$ cat config.mk
export PLATFORM = sky130hd
export DESIGN_NAME = cltd_ctrl
export DESIGN_NICKNAME = d
export VERILOG_FILES = /design/src/hw/rtl/cltd_pkg.sv /design/src/hw/rtl/cltd_ctrl.sv
export SDC_FILE = /design/constraint.sdc
export NUM_CORES = 1
export LEC_CHECK = 0
export BUFFER_PORTS_ARGS = -buffer_cell sky130_fd_sc_hd__buf_2
export CAP_MARGIN = 20
export CORE_AREA = 5 5 42 44
export DETAILED_ROUTE_END_ITERATION = 8
export DIE_AREA = 0 0 47 49
export GPL_ROUTABILITY_DRIVEN = 0
export MAX_ROUTING_LAYER = met4
export RECOVER_POWER = 100
export SETUP_SLACK_MARGIN = 0.05
export SLEW_MARGIN = 20
export SYNTH_ARGS = -nofsm -noshare
export SYNTH_HDL_FRONTEND = slang
export SYNTH_SLANG_ARGS = --single-unit
$ cat constraint.sdc
create_clock -name clk -period 0.9 [get_ports clk]
set_input_delay 0.045 -clock clk [delete_from_list [all_inputs] [get_ports clk]]
set_output_delay 0.045 -clock clk [all_outputs]
set_load 0.02 [all_outputs]
$ cat src/hw/rtl/cltd_pkg.sv
`timescale 1ns / 1ps
// Package for the coherent LRU cache tag directory.
// Opcodes, MSI codes, field widths and controller/datapath handshake structs.
package cltd_pkg;

	localparam int OPCODE_W  = 3;
	localparam int ADDR_W    = 32;
	localparam int REPLY_W   = 5;
	localparam int BCAST_W   = 2;
	localparam int LSTATE_W  = 2;
	localparam int CFG_W     = 4;
	localparam int IN_DATA_W = 40;
	localparam int OUT_DATA_W = 16;

	localparam logic [OPCODE_W-1:0] OP_READ       = 3'd0;
	localparam logic [OPCODE_W-1:0] OP_WRITE      = 3'd1;
	localparam logic [OPCODE_W-1:0] OP_ACCESS     = 3'd2;
	localparam logic [OPCODE_W-1:0] OP_SNOOP_INV  = 3'd3;
	localparam logic [OPCODE_W-1:0] OP_SNOOP_SHR  = 3'd4;
	localparam logic [OPCODE_W-1:0] OP_PROBE_LD   = 3'd5;
	localparam logic [OPCODE_W-1:0] OP_PROBE_ST   = 3'd6;

	localparam logic [LSTATE_W-1:0] ST_I = 2'd0;
	localparam logic [LSTATE_W-1:0] ST_S = 2'd1;
	localparam logic [LSTATE_W-1:0] ST_M = 2'd2;

	localparam logic [BCAST_W-1:0] BC_NONE  = 2'd0;
	localparam logic [BCAST_W-1:0] BC_INV   = 2'd1;
	localparam logic [BCAST_W-1:0] BC_SHARE = 2'd2;

	localparam logic [0:0] REG_MISS_DELAY = 1'b0;
	localparam logic [0:0] REG_PEER_COUNT = 1'b1;

	typedef struct packed {
		logic clear;
		logic capture;
		logic commit;
	} ctrl_cmd_t;

	typedef struct packed {
		logic clear_last;
		logic out_free;
	} dp_status_t;

endpackage

$ cat src/hw/rtl/cltd_ctrl.sv
`timescale 1ns / 1ps
// Controller for the tag directory: clearing sweep, capture and commit sequencing.
// Depends on cltd_pkg.
module cltd_ctrl (
	input  logic                 clk,
	input  logic                 arst_n,
	input  logic                 in_valid,
	output logic                 in_ready,
	input  cltd_pkg::dp_status_t status,
	output cltd_pkg::ctrl_cmd_t  cmd
);

	localparam logic [1:0] S_CLEAR = 2'd0;
	localparam logic [1:0] S_IDLE  = 2'd1;
	localparam logic [1:0] S_LOOK  = 2'd2;

	logic [1:0] state_q;
	logic [1:0] state_d;

	always_comb begin
		state_d     = state_q;
		cmd.clear   = 1'b0;
		cmd.capture = 1'b0;
		cmd.commit  = 1'b0;
		in_ready    = 1'b0;
		case (state_q)
			S_CLEAR: begin
				cmd.clear = 1'b1;
				if (status.clear_last) state_d = S_IDLE;
			end
			S_IDLE: begin
				in_ready    = 1'b1;
				cmd.capture = in_valid;
				if (in_valid) state_d = S_LOOK;
			end
			S_LOOK: begin
				cmd.commit = status.out_free;
				if (status.out_free) state_d = S_IDLE;
			end
			default: state_d = S_CLEAR;
		endcase
	end

	always_ff @(posedge clk or negedge arst_n) begin
		if (!arst_n) begin
			state_q <= S_CLEAR;
		end else begin
			state_q <= state_d;
		end
	end

endmodule

==> metrics.txt, run 1 <==
Syn Std Cell Area=115 sq um; FP Rows=14; final wirelength=381 microns; first-pass GRT wire length=607 microns; Min-Delay Path Class=primary input to flop; LEAKAGE=0.131 nW; CP endpoint kind=output pin; Slew @ Worst Pin=0.121 ns; vias in the first global route=170; utilization after layout=19.6%; Biggest register=state_q; drt first pass iters=1; Vias=141; number of synthesized register bits=2; largest cells by area after synthesis=dfrtp_1 43%, mux2i_1 8.7%, and2b_2 7.6%; cell accounting for the most synthesized area=dfrtp_1; Mapped Cells=12; largest registers=state_q x2; CTS Sinks=2; Yosys Warn Count=0; fin worst setup slack=-0.145 ns; cell count of the worst hold path=3; post-synth cell types=10; Hold Path Sink=state_q[0]$_DFFE_PN0P_; fin. max-slew vios=0; share of layout cells above drive strength 1=66.7%; Die Y=49 microns; RSZ-0062 raised after global routing=yes; crit start category=flop; CTS HTree Levels=1; DP HPWL=282 microns; total of max-cap violations=0; CP max stage delay=0.40 ns; Overall Global Routing Usage=4.12%; share of the synthesized area in the top cell type=43.5%; core area=1400 sq um; CP Max Fanout=4; Final Hold Fails=0; Reg2Reg Launch Point=state_q[1]$_DFFE_PN0P_; Initial Util=8.21%; violated checks=setup timing; Sequential Area=50.0 sq um; pwr dens=3590 nW/um^2; crit path DAT=1.00 ns; RR Endpoint=state_q[0]$_DFFE_PN0P_; Final Instance Area=274 sq um; crit-path cells=and3b_2, buf_6; f_max=957 MHz; number of buffers created by CTS=3; Largest register FFs=2; fin cells=43; IR drop worst, VDD=0.00142 V; CTS tree=yes; Crit-path slowest cell=dfrtp_1; largest net degree at the start of global routing=5; period utilisation layout=116%; nets=34; Final Critical Period=1.04 ns; die boundary width=47 microns; Slew Limit Headroom=91.7%; dpl cells=38; Final ANT Viol Nets=0; worst-skew pair later-pin latency=0.22 ns; area occupied by multi-input gates=70.1 sq um; Area growth, synth to finish=138%; flop-to-flop setup slack=-0.08 ns; Via density=3.28; CP Data Required Time=0.85 ns; root buffer cell=clkbuf_4; # diodes=0; Reg2Reg Depth=4; fillcell total=168; Worst Setup Path Type=flop to output pin; post-synthesis sequential area ratio=43.5%; hold_sp=in_valid; die area=2300 sq um; placed inst area=191 sq um; clock buffer depth=2; # IOs=9; syn avg cell area=9.59 sq um; antenna violations before repair=0; Fin Clk Skew=0.00230 ns; Place WS=-0.00690 ns; final setup vio count=6; initial drt markers=0; clock-pin slew on the worst setup and hold paths=0.03 ns; Hold Slack=0.0934 ns; DRC=0; DR WL/cell=8.86 microns; number of I/O port buffers=8; status=finished with violations; Mapped Nets=17; remaining global-route overflow=0
[per-stage QoR]
step | setup TNS, ns | power (mW)
finish | -0.669 | 0.984
global route | -0.908 | 1.05
CTS | -0.679 | 0.964
detailed placement | -0.00690 | 0.575
global placement | 0 | 0.571
floorplan | -0.0829 | 0.402
[cells in the final DEF (no fill, tap or decap)]
master | netlist | layout
buf_2 | 0 | 3
buf_6 | 0 | 7
clkbuf_4 | 0 | 3
dlygate4sd3_1 | 0 | 1
nor3b_1 | 1 | 1
o2bb2ai_1 | 1 | 1
and3b_2 | 0 | 1
nand2_2 | 0 | 1
mux2i_1 | 1 | 1
inv_1 | 1 | 1
or2_1 | 1 | 1
and2b_2 | 1 | 1
clkbuf_1 | 0 | 1
nor2_2 | 0 | 2
dfrtp_1 | 2 | 2
[what timing repair did]
| action | 4_1_cts | 5_1_grt |
|---|---|---|
| gates resized for setup | 11 | 3 |
| endpoints found under the setup margin | 6 | 6 |
| hold buffers | 1 | 0 |
| buffers inserted | 1 | 0 |
| pin swaps | 1 | 1 |
| endpoints found under the hold margin | 2 | 0 |
[report_power, final]
part | internal (mW) | switching (mW) | total (mW)
registers | 0.133 | 0.0446 | 0.177
logic | 0.351 | 0.258 | 0.610
clock network | 0.147 | 0.0502 | 0.197
[critical path, delay by kind of cell (launching register included)]
kind / cells / cell delay, ns
buffers and inverters: 1 / 0.11
DFF: 1 / 0.40
and+or+nand+nor: 1 / 0.26
[cell usage after synthesis]
cell and number:
dfrtp_1 2, nor2_1 2, and2b_2 1, and3b_1 1, inv_1 1, mux2i_1 1
nand2_1 1, nor3b_1 1, o2bb2ai_1 1, or2_1 1
[worst max-delay path by stage]
| stage | from | to | slack [ns] | depth (start not counted) |
|---|---|---|---|---|
| after global placement | state_q[1]$_DFFE_PN0P_ | state_q[1]$_DFFE_PN0P_ | 0.008 | 2 |
| after global routing | state_q[1]$_DFFE_PN0P_ | cmd[0] | -0.19 | 4 |
| after detailed placement | state_q[1]$_DFFE_PN0P_ | state_q[1]$_DFFE_PN0P_ | -0.007 | 2 |
| after CTS | state_q[1]$_DFFE_PN0P_ | cmd[1] | -0.15 | 2 |
| final | state_q[1]$_DFFE_PN0P_ | cmd[1] | -0.14 | 2 |
| after floorplan | state_q[1]$_DFFE_PN0P_ | state_q[1]$_DFFE_PN0P_ | -0.08 | 2 |
[layout make-up]
type,count,share of cell area (%)
Clock buffer,3,8.22
Inverter,1,1.37
Multi-Input combinational cell,9,25.6
Sequential cell,2,18.3
Tap cell,16,7.31
Timing Repair Buffer,12,39.3
[per-layer routing]
metal / vias up / track usage (%) / share of wire [%]
met5: - / - / 0
met4: 0 / 5.53 / 0
met3: 0 / 1.48 / 10
met2: 6 / 4.98 / 52
met1: 64 / 4.18 / 37
li1: 71 / - / -
[cell families (layout without fill, tap and decap cells)]
kind of cell	Yosys count	in the layout	share of synthesized area (%)
flops	2	2	43.5
compound gates	1	1	7.61
simple gates	7	7	37.0
buf+inv	1	16	3.26
mux	1	1	8.70
(Power assumes the default switching activity.)
==> inputs of run 2 (changes only) <==
--- a/config.mk
+++ b/config.mk
@@ -5,9 +5,11 @@
 export SDC_FILE = /design/constraint.sdc
 export NUM_CORES = 1
 export LEC_CHECK = 0
+export ABC_AREA = 1
 export BUFFER_PORTS_ARGS = -buffer_cell sky130_fd_sc_hd__buf_2
 export CAP_MARGIN = 20
 export CORE_AREA = 5 5 42 44
+export CTS_BUF_LIST = sky130_fd_sc_hd__clkbuf_8 sky130_fd_sc_hd__clkbuf_16
 export DETAILED_ROUTE_END_ITERATION = 8
 export DIE_AREA = 0 0 47 49
 export GPL_ROUTABILITY_DRIVEN = 0
==> run 2 against run 1 <==
Net effect:
- the run still ends with setup timing left
- sequential cell count did not move
- clock-buffer cell count did not move
- clock power rose by 77%
- synthesized cell count rose by 50%
- critical path depth rose by 1
- sequential power rose by 7%
- total power rose by 12%
- design area rose by 0.91%
- final cell count rose by 14%
- critical path type unchanged
- critical endpoint is now cmd[2]
==> metrics.txt, run 2 <==
status=finished with violations; violated checks=setup timing; final wirelength=372 microns (-2.4%); die boundary width=47 microns (unchanged); fin. max-slew vios=0 (unchanged); Min-Delay Path Class=primary input to flop; top-count cell post-synth=inv_1; CP max stage delay=0.38 ns (-0.02 ns); Pint=0.705 mW (+12%); ys flop type=dfrtp_1; fin worst setup slack=-0.112 ns (+0.0327 ns); clock-pin slew on the worst setup and hold paths=0.03 ns (about the same); FP Rows=14 (unchanged); Place WS=0.0195 ns (+0.0264 ns); total of max-cap violations=0 (unchanged); post-synth cell types=8 (-2); Worst Setup Path Type=flop to output pin; largest net degree at the start of global routing=5 (unchanged); Slew Limit Headroom=89.3% (-2.4 points); worst-skew pair later-pin latency=0.21 ns (about the same); final setup vio count=5 (-1); Pwr Total=1.10 mW (+12%); remaining global-route overflow=0 (unchanged); LEAKAGE=0.151 nW (+16%); CTS tree=yes; share of layout cells above drive strength 1=54.5% (-12 points); first-pass GRT wire length=565 microns (-6.9%); nets=40 (+18%); CP endpoint kind=output pin; Largest register FFs=2 (unchanged); CTS Sinks=2 (unchanged); Crit-path slowest cell=dfrtp_1; Yosys Warn Count=0 (unchanged); crit start category=flop; DRC=0 (unchanged); crit-path cells=buf_4, nor2_2, buf_6; Final Hold Fails=0 (unchanged); vias in the first global route=153 (-10%); root buffer cell=clkbuf_8; CP Max Fanout=2 (-2); Hold Slack=0.142 ns (+0.0485 ns); post-synthesis sequential area ratio=43.5% (unchanged); # diodes=0 (unchanged); Vias=155 (+9.9%); die area=2300 sq um (unchanged); Initial Util=8.21% (unchanged); Overall Global Routing Usage=4.05% (-0.069 points); period utilisation layout=112% (-3.6 points); RSZ-0062 raised after global routing=yes; Sw Share=35.8% (-0.056 points); Area growth, synth to finish=140%; antenna violations before repair=0 (unchanged); Via density=3.16 (-3.5%); Biggest register=state_q; cell accounting for the most synthesized area=dfrtp_1; Slew @ Worst Pin=0.158 ns (+0.0375 ns); Final Critical Period=1.01 ns (-0.0327 ns); Clk pwr share=31.7% (+12 points); Mapped Cells=18 (+6); share of the synthesized area in the top cell type=43.5% (unchanged); core area=1400 sq um (unchanged); IR drop worst, VDD=0.000630 V (-56%); Async SR Flop Fraction=100% (unchanged); dpl cells=42 (+11%); DR WL/cell=7.59 microns (-14%); largest registers=state_q x2; EDFF count, synth=0 (unchanged); Final ANT Viol Nets=0 (unchanged); syn avg cell area=6.40 sq um (-33%); Die Y=49 microns (unchanged); CP Data Required Time=0.85 ns (about the same); P_sw=0.394 mW (+11%); f_max=988 MHz (+3.2%); utilization after layout=19.7% (+0.18 points); pwr dens=3970 nW/um^2 (+11%); initial drt markers=1 (+1); most frequent cells in the layout=5 x inv_1, 5 x buf_4, 3 x clkbuf_8, 3 x buf_2; drt first pass iters=2 (+1); number of synthesized register bits=2 (unchanged); Mapped Nets=23 (+6); Syn Std Cell Area=115 sq um (unchanged); Seq pwr share=17.3% (-0.7 points); number of I/O port buffers=8 (unchanged); clock buffer depth=2 (unchanged); fin cells=49 (+14%); # IOs=9 (unchanged); largest cells by area after synthesis=dfrtp_1 43%, inv_1 20%, nand2_1 9.8%; Commonest cells post-synth=6 x inv_1, 3 x nand2_1, 3 x nor2_1; CTS HTree Levels=1 (unchanged); Fin Clk Skew=0.00205 ns (-0.000257 ns); crit path DAT=0.97 ns (-0.03 ns); fillcell total=168 (unchanged); Comb power frac=51.1% (-11 points); number of buffers created by CTS=3 (unchanged)
==> run 2: area by class of cell <==
cell class	instances	area [sq um]	share of cell area [%]
repair buffers	12	88.8	32.1
multi-input cells	10	52.6	19.0
flip-flops and latches	2	51.3	18.6
clock buffers	3	41.3	14.9
inverters	6	22.5	8.14
well taps	16	20.0	7.24
==> run 2: cell families (layout without fill, tap and decap cells) <==
kind of cell	count (synthesis)	after routing	share of synthesized area, %
AO/OA/AOI/OAI	2	2	8.69
AND/OR/NAND/NOR	8	8	28.3
flip-flops	2	2	43.5
buffers and inverters	6	21	19.6
==> run 2: routing by layer <==
metal	part of all wire [%]	GRT usage (%)	wire length (microns)	vias up
li1	-	-	-	83
met1	40	3.96	149	65
met2	46	4.52	172	7
met3	13	2.21	50	0
met4	0	5.53	0	0
met5	0	-	0	-
==> run 2: final timing paths <==
check                                             from                endpoint  slack [ns]  depth (start not counted)
worst max-delay path            state_q[1]$_DFFE_PN0P_                  cmd[2]       -0.11                          3
worst min-delay path                         status[1]  state_q[0]$_DFFE_PN0P_        0.14                          5
worst max register to register  state_q[1]$_DFFE_PN0P_  state_q[0]$_DFFE_PN0P_           0                          5
worst min register to register  state_q[0]$_DFFE_PN0P_  state_q[0]$_DFFE_PN0P_        0.66                          3
max in group asynchronous                       arst_n  state_q[0]$_DFFE_PN0P_        0.59                          2
min in group asynchronous                       arst_n  state_q[0]$_DFFE_PN0P_        0.16                          2
==> run 2: repair_timing <==
| action | 4_1_cts | 5_1_grt |
|---|---|---|
| gates resized for setup | 8 | 1 |
| buffers inserted | 2 | 1 |
| pin swaps | 1 | 1 |
| hold buffers | 1 | 0 |
| endpoints found under the hold margin | 2 | 0 |
| setup endpoints to repair | 5 | 6 |
==> run 2: power groups by stage <==
| stage | Clock, mW | Combinational (mW) | Sequential (mW) |
|---|---|---|---|
| 6_report | 0.348 | 0.561 | 0.190 |
| 5_1_grt | 0.366 | 0.618 | 0.199 |
| 4_1_cts | 0.360 | 0.528 | 0.183 |
| 3_5_place_dp | 0 | 0.358 | 0.184 |
| 3_3_place_gp | 0 | 0.355 | 0.182 |
| 2_1_floorplan | 0 | 0.250 | 0.176 |
==> run 2: worst max-delay path, delay by kind of cell (launching register included) <==
kind | cells | cell delay [ns]
buf+inv | 2 | 0.27
flops | 1 | 0.38
simple gates | 1 | 0.11
==> run 2: per-stage QoR <==
| step | setup TNS (ns) | cell area, sq um |
|---|---|---|
| floorplan | -0.0361 | 123 |
| global placement | 0 | 183 |
| detailed placement | 0 | 183 |
| CTS | -0.433 | 269 |
| global route | -0.729 | 277 |
| finish | -0.380 | 277 |
==> inputs of run 3 (changes only) <==
==> constraint.sdc (replaced) <==
create_clock -name clk -period 1.01 [get_ports clk]
set_input_delay 0.0505 -clock clk [delete_from_list [all_inputs] [get_ports clk]]
set_output_delay 0.0505 -clock clk [all_outputs]
set_load 0.02 [all_outputs]
==> run 3 against run 2 <==
Net effect:
- the flow still finishes with violations (setup timing)
- non-clock buffer count fell by 2
- final cell count fell by 4.1%
- combinational power fell by 13%
- critical endpoint unchanged
- global-route usage fell by 0.22 points
- wire length rose by 0.27%
==> metrics.txt, run 3 (synthesized netlist as in run 2, its figures left out) <==
Reg2Reg Launch Point=state_q[1]$_DFFE_PN0P_; CTS HTree Levels=1 (unchanged); crit-path cells=buf_4, nor2_2, buf_6; number of I/O port buffers=8 (unchanged); CTS tree=yes; CTS Sinks=2 (unchanged); number of buffers created by CTS=3 (unchanged); fin. max-slew vios=0 (unchanged); root buffer cell=clkbuf_8; crit path DAT=1.00 ns (+0.03 ns); Largest register FFs=2 (unchanged); # diodes=0 (unchanged); Crit-path slowest cell=dfrtp_1; share of layout cells above drive strength 1=54.8% (+0.29 points); Final Hold Fails=0 (unchanged); clock buffer depth=2 (unchanged); core area=1400 sq um (unchanged); Vias=151 (-2.6%); Slew Limit Headroom=89.9% (+0.59 points); DR WL/cell=7.94 microns (+4.5%); largest registers=state_q x2; total of max-cap violations=0 (unchanged); largest net degree at the start of global routing=5 (unchanged); clock-pin slew on the worst setup and hold paths=0.03 ns (about the same); fillcell total=165 (-1.8%); fin cells=47 (-4.1%); die area=2300 sq um (unchanged); Slew @ Worst Pin=0.151 ns (-0.00740 ns); final wirelength=373 microns (+0.27%); worst-skew pair later-pin latency=0.21 ns (about the same); RSZ-0062 raised after global routing=yes; f_max=952 MHz; crit start category=flop; CP max stage delay=0.39 ns (about the same); # IOs=9 (unchanged); Overall Global Routing Usage=3.83% (-0.22 points); nets=38 (-5.0%); die boundary width=47 microns (unchanged); pwr dens=3550 nW/um^2 (-11%); Worst Setup Path Type=flop to output pin; first-pass GRT wire length=545 microns (-3.5%); hold_sp=status[1]; CP Max Fanout=3 (+1); Final ANT Viol Nets=0 (unchanged); Fin Clk Skew=0.00132 ns (-0.000724 ns); Area growth, synth to finish=141%; Min-Delay Path Class=primary input to flop; CP Data Required Time=0.96 ns (+0.11 ns); Hold Slack=0.144 ns (+0.00216 ns); CP endpoint kind=output pin; LEAKAGE=0.146 nW (-3.4%); Final Critical Period=1.05 ns; initial drt markers=0 (-1); dpl cells=42 (unchanged); vias in the first global route=161 (+5.2%); remaining global-route overflow=0 (unchanged); commonest non-fill, non-tap cell in the layout=inv_1; FP Rows=14 (unchanged); Die Y=49 microns (unchanged); drt first pass iters=1 (-1); most frequent cells in the layout=5 x inv_1, 3 x clkbuf_8, 3 x buf_2, 3 x buf_6; violated checks=setup timing; Biggest register=state_q; worst setup path startpoint=state_q[1]$_DFFE_PN0P_; fin worst setup slack=-0.0409 ns (+0.0711 ns); final setup vio count=3 (-2); status=finished with violations; DP HPWL=256 microns; Via density=3.21 (+1.6%); Initial Util=8.21% (unchanged); IR drop worst, VDD=0.000790 V (+25%); utilization after layout=19.8% (+0.089 points); period utilisation layout=104%; DRC=0 (unchanged); antenna violations before repair=0 (unchanged)
==> run 3: critical path, delay by kind of cell (launching register included) <==
family / cells / cell delay [ns]
simple gates: 1 / 0.12
buf+inv: 2 / 0.27
flops: 1 / 0.39
==> run 3: final cells by class <==
| class | count | area, sq um | share of cell area [%] |
|---|---|---|---|
| Timing Repair Buffer | 10 | 77.6 | 27.9 |
| Sequential cell | 2 | 51.3 | 18.5 |
| Clock buffer | 3 | 41.3 | 14.9 |
| Multi-Input combinational cell | 10 | 65.1 | 23.4 |
| Tap cell | 16 | 20.0 | 7.21 |
| Inverter | 6 | 22.5 | 8.11 |
==> run 3: worst paths after layout <==
| path | end | cells past startpoint | slack [ns] |
|---|---|---|---|
| setup / recovery | cmd[2] | 3 | -0.04 |
| setup reg to reg | state_q[0]$_DFFE_PN0P_ | 5 | 0.08 |
| hold / removal | state_q[0]$_DFFE_PN0P_ | 5 | 0.14 |
| max in group asynchronous | state_q[0]$_DFFE_PN0P_ | 2 | 0.72 |
| hold reg to reg | state_q[1]$_DFFE_PN0P_ | 2 | 0.60 |
| min in group asynchronous | state_q[1]$_DFFE_PN0P_ | 2 | 0.15 |
==> run 3: per-layer routing <==
layer	wire (microns)	up-vias	GRT usage, %
li1	-	79	-
met4	15	0	6.91
met5	0	-	-
met3	48	2	0
met1	159	61	3.74
met2	149	9	4.75
==> run 3: where the power goes <==
| group | leakage (nW) | internal [mW] | switching [mW] | total (mW) |
|---|---|---|---|---|
| Clock | 0.0216 | 0.252 | 0.0633 | 0.315 |
| Combinational | 0.101 | 0.231 | 0.258 | 0.489 |
| Sequential | 0.0235 | 0.124 | 0.0566 | 0.181 |
==> run 3: metrics by stage <==
| stage | total power [mW] | worst slack (ns) | cell area, sq um | setup TNS (ns) |
|---|---|---|---|---|
| 2_1_floorplan | 0.371 | 0.0439 | 118 | 0 |
| 3_3_place_gp | 0.470 | 0.149 | 178 | 0 |
| 3_5_place_dp | 0.476 | 0.129 | 178 | 0 |
| 4_1_cts | 0.898 | -0.0389 | 246 | -0.0683 |
| 5_1_grt | 1.05 | -0.0759 | 278 | -0.230 |
| 6_report | 0.985 | -0.0409 | 278 | -0.0936 |
==> run 3: repair_timing <==
action | 4_1_cts | 5_1_grt
hold endpoints to repair | 2 | 0
setup buffers | 0 | 1
resized for setup | 7 | 7
setup endpoints to repair | 4 | 4
hold buffers | 1 | 0
pin swaps | 1 | 2
